### src/sv/sha_pkg.sv
// sha_pkg: shared types, constants and the round constant table for the SHA-256 hasher.
// No dependencies; imported by every module of the block.
package sha_pkg;

	// Working variables and chaining value: word 0 is a (H0), word 7 is h (H7).
	typedef logic [0:7][31:0] work_t;

	localparam work_t IV = '{
		32'h6a09e667, 32'hbb67ae85, 32'h3c6ef372, 32'ha54ff53a,
		32'h510e527f, 32'h9b05688c, 32'h1f83d9ab, 32'h5be0cd19
	};

	localparam int unsigned CountW = 61;
	localparam int unsigned BlockBytes = 64;
	localparam int unsigned FillW = $clog2(BlockBytes);
	localparam int unsigned Rounds = 64;
	localparam int unsigned RoundW = $clog2(Rounds);
	localparam int unsigned DigestWords = 8;
	localparam int unsigned IdxW = $clog2(DigestWords);
	localparam logic [FillW-1:0] LenPos = FillW'(56);
	localparam logic [7:0] PadMark = 8'h80;

	typedef struct packed {
		logic [7:0] data_byte;
		logic       byte_present;
		logic       end_of_message;
	} msg_t;

	typedef struct packed {
		logic [31:0]     digest_word;
		logic [IdxW-1:0] word_index;
		logic            last_word;
	} dig_t;

	// Message schedule taps for one round: W[t], W[t+1], W[t+9], W[t+14].
	typedef struct packed {
		logic [31:0] w0;
		logic [31:0] w1;
		logic [31:0] w9;
		logic [31:0] w14;
	} taps_t;

	typedef enum logic [4:0] {
		ST_IDLE   = 5'b00001,
		ST_ROUND  = 5'b00010,
		ST_FINISH = 5'b00100,
		ST_PAD    = 5'b01000,
		ST_OUT    = 5'b10000
	} state_t;

	function automatic logic [31:0] round_k(input logic [RoundW-1:0] i);
		logic [31:0] k;
		case (i)
			6'd0:  k = 32'h428a2f98;  6'd1:  k = 32'h71374491;
			6'd2:  k = 32'hb5c0fbcf;  6'd3:  k = 32'he9b5dba5;
			6'd4:  k = 32'h3956c25b;  6'd5:  k = 32'h59f111f1;
			6'd6:  k = 32'h923f82a4;  6'd7:  k = 32'hab1c5ed5;
			6'd8:  k = 32'hd807aa98;  6'd9:  k = 32'h12835b01;
			6'd10: k = 32'h243185be;  6'd11: k = 32'h550c7dc3;
			6'd12: k = 32'h72be5d74;  6'd13: k = 32'h80deb1fe;
			6'd14: k = 32'h9bdc06a7;  6'd15: k = 32'hc19bf174;
			6'd16: k = 32'he49b69c1;  6'd17: k = 32'hefbe4786;
			6'd18: k = 32'h0fc19dc6;  6'd19: k = 32'h240ca1cc;
			6'd20: k = 32'h2de92c6f;  6'd21: k = 32'h4a7484aa;
			6'd22: k = 32'h5cb0a9dc;  6'd23: k = 32'h76f988da;
			6'd24: k = 32'h983e5152;  6'd25: k = 32'ha831c66d;
			6'd26: k = 32'hb00327c8;  6'd27: k = 32'hbf597fc7;
			6'd28: k = 32'hc6e00bf3;  6'd29: k = 32'hd5a79147;
			6'd30: k = 32'h06ca6351;  6'd31: k = 32'h14292967;
			6'd32: k = 32'h27b70a85;  6'd33: k = 32'h2e1b2138;
			6'd34: k = 32'h4d2c6dfc;  6'd35: k = 32'h53380d13;
			6'd36: k = 32'h650a7354;  6'd37: k = 32'h766a0abb;
			6'd38: k = 32'h81c2c92e;  6'd39: k = 32'h92722c85;
			6'd40: k = 32'ha2bfe8a1;  6'd41: k = 32'ha81a664b;
			6'd42: k = 32'hc24b8b70;  6'd43: k = 32'hc76c51a3;
			6'd44: k = 32'hd192e819;  6'd45: k = 32'hd6990624;
			6'd46: k = 32'hf40e3585;  6'd47: k = 32'h106aa070;
			6'd48: k = 32'h19a4c116;  6'd49: k = 32'h1e376c08;
			6'd50: k = 32'h2748774c;  6'd51: k = 32'h34b0bcb5;
			6'd52: k = 32'h391c0cb3;  6'd53: k = 32'h4ed8aa4a;
			6'd54: k = 32'h5b9cca4f;  6'd55: k = 32'h682e6ff3;
			6'd56: k = 32'h748f82ee;  6'd57: k = 32'h78a5636f;
			6'd58: k = 32'h84c87814;  6'd59: k = 32'h8cc70208;
			6'd60: k = 32'h90befffa;  6'd61: k = 32'ha4506ceb;
			6'd62: k = 32'hbef9a3f7;  6'd63: k = 32'hc67178f2;
			default: k = 32'h0;
		endcase
		return k;
	endfunction

endpackage

### src/sv/sha256_message_hash.sv
// sha256_message_hash: byte-serial SHA-256 hasher, top level with sequencer and state.
// Depends on sha_pkg and sha_rnd.
//
// Usage:
//  - Request channel msg (msg_valid/msg_ready): one byte per request, with
//    byte_present and end_of_message flags. Requests with neither flag are
//    accepted and dropped. An end request without a byte closes the message.
//  - Result channel dig (dig_valid/dig_ready): eight digest words, index 0
//    first, last_word set on index 7. The block then starts a new message.
//  - Throughput: a byte is taken each cycle while the 64-byte block fills.
//    The 64th byte starts a compression: 64 rounds through one shared round
//    unit, one round a cycle, then a fold into the chaining value; msg_ready
//    stays low until the fold is done.
//  - End of message: padding bytes are shifted in one a cycle until the block
//    is full, then the block is compressed. A tail of 56 bytes or more spills
//    into a second block, which is padded and compressed the same way. Then
//    the eight words, one a cycle when dig_ready is held high.
//  - A stalled receiver simply holds the block in its output phase; msg_ready
//    stays low until the last word is taken.
//  - Reset (arst_n low) loads the initial hash values and clears the length.
module sha256_message_hash (
	input  logic          clk,
	input  logic          arst_n,
	input  logic          msg_valid,
	output logic          msg_ready,
	input  sha_pkg::msg_t msg,
	output logic          dig_valid,
	input  logic          dig_ready,
	output sha_pkg::dig_t dig
);
	import sha_pkg::*;

	state_t                 state_q;
	logic [BlockBytes*8-1:0] blk_q;      // 64-byte block, doubles as schedule window
	work_t                  h_q;        // chaining value
	work_t                  v_q;        // working variables a..h
	logic [CountW-1:0]      count_q;    // message length in bytes, wraps
	logic [FillW-1:0]       fill_q;     // bytes in the current block
	logic [RoundW-1:0]      rnd_q;
	logic [IdxW-1:0]        idx_q;
	logic                   pad_mode_q; // end seen, padding in progress
	logic                   first_q;    // pad marker byte still to be written
	logic                   len_ok_q;   // this block carries the length field
	logic                   final_q;    // block under compression is the last one

	taps_t       taps;
	work_t       v_nxt;
	logic [31:0] w_new;
	logic [63:0] len_bits;
	logic [63:0] len_sh;
	logic [7:0]  pad_byte;
	logic        msg_acc;
	logic        dig_acc;

	// Schedule taps straight off the shifting block: word j sits at the j-th
	// 32-bit slot from the top.
	assign taps.w0  = blk_q[BlockBytes*8-1 -: 32];
	assign taps.w1  = blk_q[BlockBytes*8-1-32 -: 32];
	assign taps.w9  = blk_q[BlockBytes*8-1-9*32 -: 32];
	assign taps.w14 = blk_q[BlockBytes*8-1-14*32 -: 32];

	sha_rnd u_rnd (
		.v     (v_q),
		.taps  (taps),
		.k     (round_k(rnd_q)),
		.v_nxt (v_nxt),
		.w_new (w_new)
	);

	// Length field bytes go out most significant first at positions 56..63.
	assign len_bits = {count_q, 3'b000};
	assign len_sh   = len_bits >> {~fill_q[2:0], 3'b000};

	always_comb begin
		if (first_q) begin
			pad_byte = PadMark;
		end else if (len_ok_q && (fill_q >= LenPos)) begin
			pad_byte = len_sh[7:0];
		end else begin
			pad_byte = 8'h00;
		end
	end

	assign msg_ready = (state_q == ST_IDLE);
	assign msg_acc   = msg_valid && msg_ready;
	assign dig_valid = (state_q == ST_OUT);
	assign dig_acc   = dig_valid && dig_ready;

	assign dig.digest_word = h_q[idx_q];
	assign dig.word_index  = idx_q;
	assign dig.last_word   = (idx_q == IdxW'(DigestWords - 1));

	// Payload registers: block buffer and working variables.
	always_ff @(posedge clk) begin
		case (state_q)
			ST_IDLE: begin
				if (msg_acc && msg.byte_present) begin
					blk_q <= {blk_q[BlockBytes*8-9:0], msg.data_byte};
				end
				v_q <= h_q;
			end
			ST_PAD: begin
				blk_q <= {blk_q[BlockBytes*8-9:0], pad_byte};
				v_q   <= h_q;
			end
			ST_ROUND: begin
				blk_q <= {blk_q[BlockBytes*8-33:0], w_new};
				v_q   <= v_nxt;
			end
			default: begin
			end
		endcase
	end

	always_ff @(posedge clk or negedge arst_n) begin
		if (!arst_n) begin
			state_q    <= ST_IDLE;
			h_q        <= IV;
			count_q    <= '0;
			fill_q     <= '0;
			rnd_q      <= '0;
			idx_q      <= '0;
			pad_mode_q <= 1'b0;
			first_q    <= 1'b0;
			len_ok_q   <= 1'b0;
			final_q    <= 1'b0;
		end else begin
			case (state_q)
				ST_IDLE: begin
					if (msg_acc) begin
						if (msg.byte_present) begin
							fill_q  <= fill_q + 1'b1;
							count_q <= count_q + 1'b1;
						end
						if (msg.end_of_message) begin
							pad_mode_q <= 1'b1;
							first_q    <= 1'b1;
							len_ok_q   <= 1'b0;
						end
						if (msg.byte_present && (fill_q == FillW'(BlockBytes - 1))) begin
							rnd_q   <= '0;
							final_q <= 1'b0;
							state_q <= ST_ROUND;
						end else if (msg.end_of_message) begin
							state_q <= ST_PAD;
						end
					end
				end
				ST_PAD: begin
					fill_q  <= fill_q + 1'b1;
					first_q <= 1'b0;
					if (first_q && (fill_q < LenPos)) begin
						len_ok_q <= 1'b1;
					end
					if (fill_q == FillW'(BlockBytes - 1)) begin
						// a spilled block is always followed by the length block
						final_q  <= len_ok_q;
						len_ok_q <= 1'b1;
						rnd_q    <= '0;
						state_q  <= ST_ROUND;
					end
				end
				ST_ROUND: begin
					rnd_q <= rnd_q + 1'b1;
					if (rnd_q == RoundW'(Rounds - 1)) begin
						state_q <= ST_FINISH;
					end
				end
				ST_FINISH: begin
					for (int i = 0; i < DigestWords; i++) begin
						h_q[i] <= h_q[i] + v_q[i];
					end
					if (!pad_mode_q) begin
						state_q <= ST_IDLE;
					end else if (final_q) begin
						idx_q   <= '0;
						state_q <= ST_OUT;
					end else begin
						state_q <= ST_PAD;
					end
				end
				ST_OUT: begin
					if (dig_acc) begin
						idx_q <= idx_q + 1'b1;
						if (idx_q == IdxW'(DigestWords - 1)) begin
							h_q        <= IV;
							count_q    <= '0;
							fill_q     <= '0;
							pad_mode_q <= 1'b0;
							final_q    <= 1'b0;
							state_q    <= ST_IDLE;
						end
					end
				end
				default: begin
					state_q <= ST_IDLE;
				end
			endcase
		end
	end

endmodule

### src/sv/sha_rnd.sv
// sha_rnd: one SHA-256 compression round plus the next message schedule word.
// Depends on sha_pkg.
module sha_rnd (
	input  sha_pkg::work_t v,
	input  sha_pkg::taps_t taps,
	input  logic [31:0]    k,
	output sha_pkg::work_t v_nxt,
	output logic [31:0]    w_new
);
	import sha_pkg::*;

	logic [31:0] a, e, s0_big, s1_big, ch, maj, t1, t2, s0_sm, s1_sm;

	always_comb begin
		a      = v[0];
		e      = v[4];
		s1_big = {e[5:0], e[31:6]} ^ {e[10:0], e[31:11]} ^ {e[24:0], e[31:25]};
		s0_big = {a[1:0], a[31:2]} ^ {a[12:0], a[31:13]} ^ {a[21:0], a[31:22]};
		ch     = (e & v[5]) ^ (~e & v[6]);
		maj    = (a & v[1]) ^ (a & v[2]) ^ (v[1] & v[2]);
		t1     = v[7] + s1_big + ch + k + taps.w0;
		t2     = s0_big + maj;
		v_nxt[0] = t1 + t2;
		v_nxt[1] = v[0];
		v_nxt[2] = v[1];
		v_nxt[3] = v[2];
		v_nxt[4] = v[3] + t1;
		v_nxt[5] = v[4];
		v_nxt[6] = v[5];
		v_nxt[7] = v[6];
		// schedule: sigma0 on W[t+1], sigma1 on W[t+14]
		s0_sm = {taps.w1[6:0], taps.w1[31:7]} ^ {taps.w1[17:0], taps.w1[31:18]}
			^ (taps.w1 >> 3);
		s1_sm = {taps.w14[16:0], taps.w14[31:17]} ^ {taps.w14[18:0], taps.w14[31:19]}
			^ (taps.w14 >> 10);
		w_new = s1_sm + taps.w9 + s0_sm + taps.w0;
	end

endmodule

### config.mk
export PLATFORM = sky130hd
export DESIGN_NAME = sha256_message_hash
export DESIGN_NICKNAME = d
export VERILOG_FILES = /design/src/sv/sha_pkg.sv /design/src/sv/sha256_message_hash.sv /design/src/sv/sha_rnd.sv
export SDC_FILE = /design/constraint.sdc
export NUM_CORES = 2
export LEC_CHECK = 0
export BUFFER_PORTS_ARGS = -buffer_cell sky130_fd_sc_hd__buf_4
export CAP_MARGIN = 20
export CORE_UTILIZATION = 25
export CTS_CLUSTER_DIAMETER = 100
export DETAILED_ROUTE_END_ITERATION = 6
export PLACE_DENSITY = 0.4
export SYNTH_ARGS = -nofsm -noshare
export SYNTH_HDL_FRONTEND = slang
export SYNTH_SLANG_ARGS = --single-unit
### constraint.sdc
create_clock -name clk -period 40.5 [get_ports clk]
set_input_delay 8.1 -clock clk [delete_from_list [all_inputs] [get_ports clk]]
set_output_delay 8.1 -clock clk [all_outputs]
set_load 0.01 [all_outputs]
* After elaboration in Yosys (flattened, before gate mapping)
Memories as Yosys holds them, arrays and structs flattened. Index checks and enable logic that the tools add are counted.
Word-level totals: register bits after elaboration 1109, memory bits (read-only) 2048, input port bits 14, output and inout bits 38, word-level logic and storage cells 171, memories kept 1
Memories:
- (no name shown) | words 64, width 32, read ports 1, clocked after Yosys merged registers in 0, write ports 0, RTL line sha_pkg.sv:53 | case (i)
Operators by class: add/subtract/negate cells 22, order comparisons 3, equal/unequal tests 21, shift-type cells 1, muxes and demuxes 54, bitwise gates (word level) 19, reductions and logical operators 24
Operator list (count):
- $pmux W512 S3 | 1
- $pmux W256 S2 | 2
- $add A32 B32 Y32 | 18
- $mux W256 | 2
- $mux W512 | 1
- $xor A32 B32 Y32 | 9
- $mux W61 | 4
- $and A32 B32 Y32 | 5
- $pmux W61 S2 | 1
- $bmux W32 S3 | 1
- $mux W32 | 2
- $shr A64 B6 Y8 | 1
- $add A61 B1 Y61 const B | 1
- $mux W5 | 9
- $mux W6 | 7
- $pmux W6 S3 | 2
- $not A32 Y32 | 1
- $xor A32 B22 Y32 | 1
- $xor A32 B29 Y32 | 1
- $pmux W5 S5 | 1
- $mux W8 | 2
- $reduce_and A5 Y1 | 3
- $ne A2 B1 Y1 const B | 7
- $add A6 B1 Y6 const B | 2
- other kinds (29) | 60

* Longest topological paths before layout
word-level depth 8, depth in mapped cells 40, gate-level depth less buffers 37

* Cells and area by module
Synthesis repeated with hierarchy kept, for this count alone.
Second synthesis, totals: cells, all modules 8720, area total of the unflattened synthesis 78427.7 um2
By module, submodules not included:
- sha256_message_hash | times used 1, cells an instance 6887, area each 63383.3 um2, sequential area each 31766.7 um2
- sha_rnd | times used 1, cells an instance 1833, area each 15044.4 um2, sequential area each 0.0 um2

* Worst setup path before layout
No wires, ideal clock.
kind input to register, start point input msg_valid, end point register rnd_q[4], library setup time 171 ps, arrival 50452 ps, data required time 40329 ps, slack -10123 ps, stages 5, buffers on the path 0, cell sequence nand2_1 -> o21ai_0 -> o21ai_0 -> o21ai_0 -> o41ai_1
Between the ends: cells in the longest elaborated chain, start to end 3
Ends and longest elaborated chain:
- start, declared | RTL line sha256_message_hash.sv:24 | input logic msg_valid,
- $logic_and A1 B1 Y1 | RTL line sha256_message_hash.sv:85 | assign msg_acc = msg_valid && msg_ready;
- $ne A2 B1 Y1 (no source line)
- $reduce_and A4 Y1 (no source line)
- end signal, assigned | RTL line sha256_message_hash.sv:164 | rnd_q <= rnd_q + 1'b1;
- end, declared | RTL line sha256_message_hash.sv:39 | logic [RoundW-1:0] rnd_q;
No other way between the ends. A chain may end at the register's enable or synchronous reset.

==> flow_metrics.env <==
export IMPL_drtIter0Drc=5058
export IMPL_ant_nets=0
export IMPL_core_area_mm2=0.303
export IMPL_status="finished clean"
export IMPL_synthCells=8326
export IMPL_fmax_mhz=86.0
export IMPL_synthArstFlopShare=0.307
export IMPL_area_growth_pct=12.0
export IMPL_drv_cap=0
export IMPL_drive_gt1_frac=0.0812
export IMPL_clk_latency_ns=0.84
export IMPL_post_cts_buffers=0
export IMPL_wl_per_cell_um=22.0
export IMPL_start_util=0.251
export IMPL_synth_seq_area_share=0.417
export IMPL_die_height_um=554
export IMPL_slew_headroom=0.261
export IMPL_dr_pass1_iters=6
export IMPL_slew_viol_final=0
export IMPL_ys_ff_latch=1109
export IMPL_synth_edf_count=768
export IMPL_grt_max_degree=219
export IMPL_ctsResizeCount=0
export IMPL_clockRootBuffer="clkbuf_16"
export IMPL_rrSetupSlack_ns=30.17
export IMPL_ctsHoldBuffers=0
export IMPL_grt_use_total=0.173
export IMPL_die_area_mm2=0.307
export IMPL_setup_viol=0
export IMPL_setup_tns_ns=0
export IMPL_worst_pin_slew_ns=1.11
export IMPL_critical_path_class="reg -> out"
export IMPL_antenna_found_initial=5
export IMPL_io_pins=52
export IMPL_crit_required_ns=32.40
export IMPL_rows=202
export IMPL_syn_num_nets=8936
export IMPL_port_buffers=51
export IMPL_yosysWarnings=0
export IMPL_nets=8792
export IMPL_grt_pass1_vias=58000
export IMPL_drc=0
export IMPL_syn_area_mm2=0.0761
export IMPL_gp_congestion=0.916
export IMPL_crit_path_end_kind="output pin"
export IMPL_via_per_inst=4.83
export IMPL_grt_pass1_wl_um=400000
export IMPL_routed_wl_um=270000
export IMPL_critPathMaxFanout=36
export IMPL_clock_skew_final_ns=0.0597
export IMPL_numCtsBuffers=149
export IMPL_num_vias=59300
export IMPL_hold_path_class="reg -> reg"
export IMPL_die_w_um=554
export IMPL_synth_distinct_cells=103
export IMPL_grt_overflow=0
export IMPL_synth_ff_type="edfxtp_1"
export IMPL_fin_crit_ns=11.63
export IMPL_htreeDepth=4
export IMPL_path_clk_slew_ns=0.06
export IMPL_fin_util=0.282
export IMPL_final_hold_viol_count=0
export IMPL_layout_common_cells="nand2_1, edfxtp_1, o21ai_0"
export IMPL_grt_setup_unrepaired="false"
export IMPL_final_common_cell="nand2_1"
export IMPL_cts_tree="yes"
export IMPL_syn_avg_cell_area_um2=9.14
export IMPL_fin_crit_sh=0.287
export IMPL_cts_buffer_depth=4
export IMPL_numClockSinks=1109
export IMPL_dp_hpwl_um=198000
export IMPL_critPathLaunchType="register"
export IMPL_crit_arrival_ns=3.53
## cell families after synthesis
| logic type | share of synthesized area |
|---|---|
| XOR/XNOR | 0.0709 |
| flip-flops | 0.417 |
| buffers and inverters | 0.0460 |
| AO/OA/AOI/OAI | 0.139 |
| multiplexers | 0.0356 |
| AND/OR/NAND/NOR | 0.173 |
| adder cells (fa/ha/maj) | 0.118 |
## metrics by stage
step / std cells / hold slack (ns) / worst slack [ns] / cell area (µm²)
after global routing: 12300 / 0.541 / 28.78 / 85300
after detailed placement: 12000 / 0.511 / 28.81 / 80700
final: 12300 / 0.516 / 28.87 / 85300
after CTS: 12300 / 0.510 / 28.77 / 85300
after floorplan: 8326 / 0.462 / 5.34 / 76100
after global placement: 12000 / 0.501 / 28.83 / 80700
## cell usage after synthesis (37+ instances only)
| library cell | n | area, µm² |
|---|---|---|
| a211oi_1 | 49 | 368 |
| a21o_1 | 169 | 1270 |
| a21oi_1 | 446 | 2230 |
| a31oi_1 | 39 | 244 |
| and3_1 | 44 | 275 |
| buf_1 | 38 | 143 |
| clkbuf_1 | 401 | 1510 |
| dfrtp_1 | 204 | 5100 |
| dfstp_2 | 137 | 3600 |
| edfxtp_1 | 768 | 23100 |
| fa_1 | 195 | 3900 |
| ha_1 | 401 | 5020 |
| inv_1 | 482 | 1810 |
| mux2_2 | 44 | 495 |
| mux2i_1 | 39 | 390 |
| mux4_2 | 81 | 1820 |
| nand2_1 | 2269 | 8520 |
| nand2b_1 | 64 | 400 |
| nand3_1 | 130 | 651 |
| nand4_1 | 40 | 250 |
| nor2_1 | 373 | 1400 |
| nor2b_1 | 45 | 282 |
| nor3_1 | 119 | 596 |
| o21a_1 | 58 | 435 |
| o21ai_0 | 580 | 2900 |
| o21bai_1 | 51 | 383 |
| o31ai_1 | 37 | 278 |
| xnor2_1 | 317 | 2780 |
| xor2_1 | 297 | 2600 |
## registers in the layout, indices dropped and copies added (netlist names)
register,count
blk_q,512
state_q,5
idx_q,3
pad_mode_q,1
h_q,256
first_q,1
count_q,61
fill_q,6
len_ok_q,1
v_q,256
rnd_q,6
final_q,1
## routing by layer
| metal | wire length (µm) | part of all wire | global-route usage |
|---|---|---|---|
| met2 | 120000 | 0.45 | 0.269 |
| met4 | 4690 | 0.017 | 0.0341 |
| met5 | 0 | 0 | 0 |
| met1 | 133000 | 0.49 | 0.256 |
| met3 | 11700 | 0.043 | 0.0191 |
## final cells by class
class,count,area [µm²]
fillers,32000,218000
multi-input cells,6288,40900
flip-flops and latches,1109,31800
well taps,3978,4980
clock buffers,195,4140
inverters,485,1820
repair buffers,149,1200
clock inverters,61,444
diodes,2,5.00
## worst max-delay path, cell delays in order (launching register included)
cell     delay, ns
dfrtp_4       0.84
buf_4         0.67
mux4_2        0.42
mux2_2        0.39
buf_4         0.22
## path summary, 6_finish.rpt
path                                 start    endpoint  depth (start not counted)
min in group asynchronous           arst_n    h_q[200]                          1
worst min register to register  blk_q[378]  blk_q[410]                          2
worst max register to register    rnd_q[0]    v_q[255]                         36
max in group asynchronous           arst_n    rnd_q[3]                          4
worst max-delay path              idx_q[1]      dig[7]                          4
worst min-delay path            blk_q[378]  blk_q[410]                          2
Power is not shown: default switching activity piles up to over one toggle a cycle in this logic, so the estimate is an artifact.
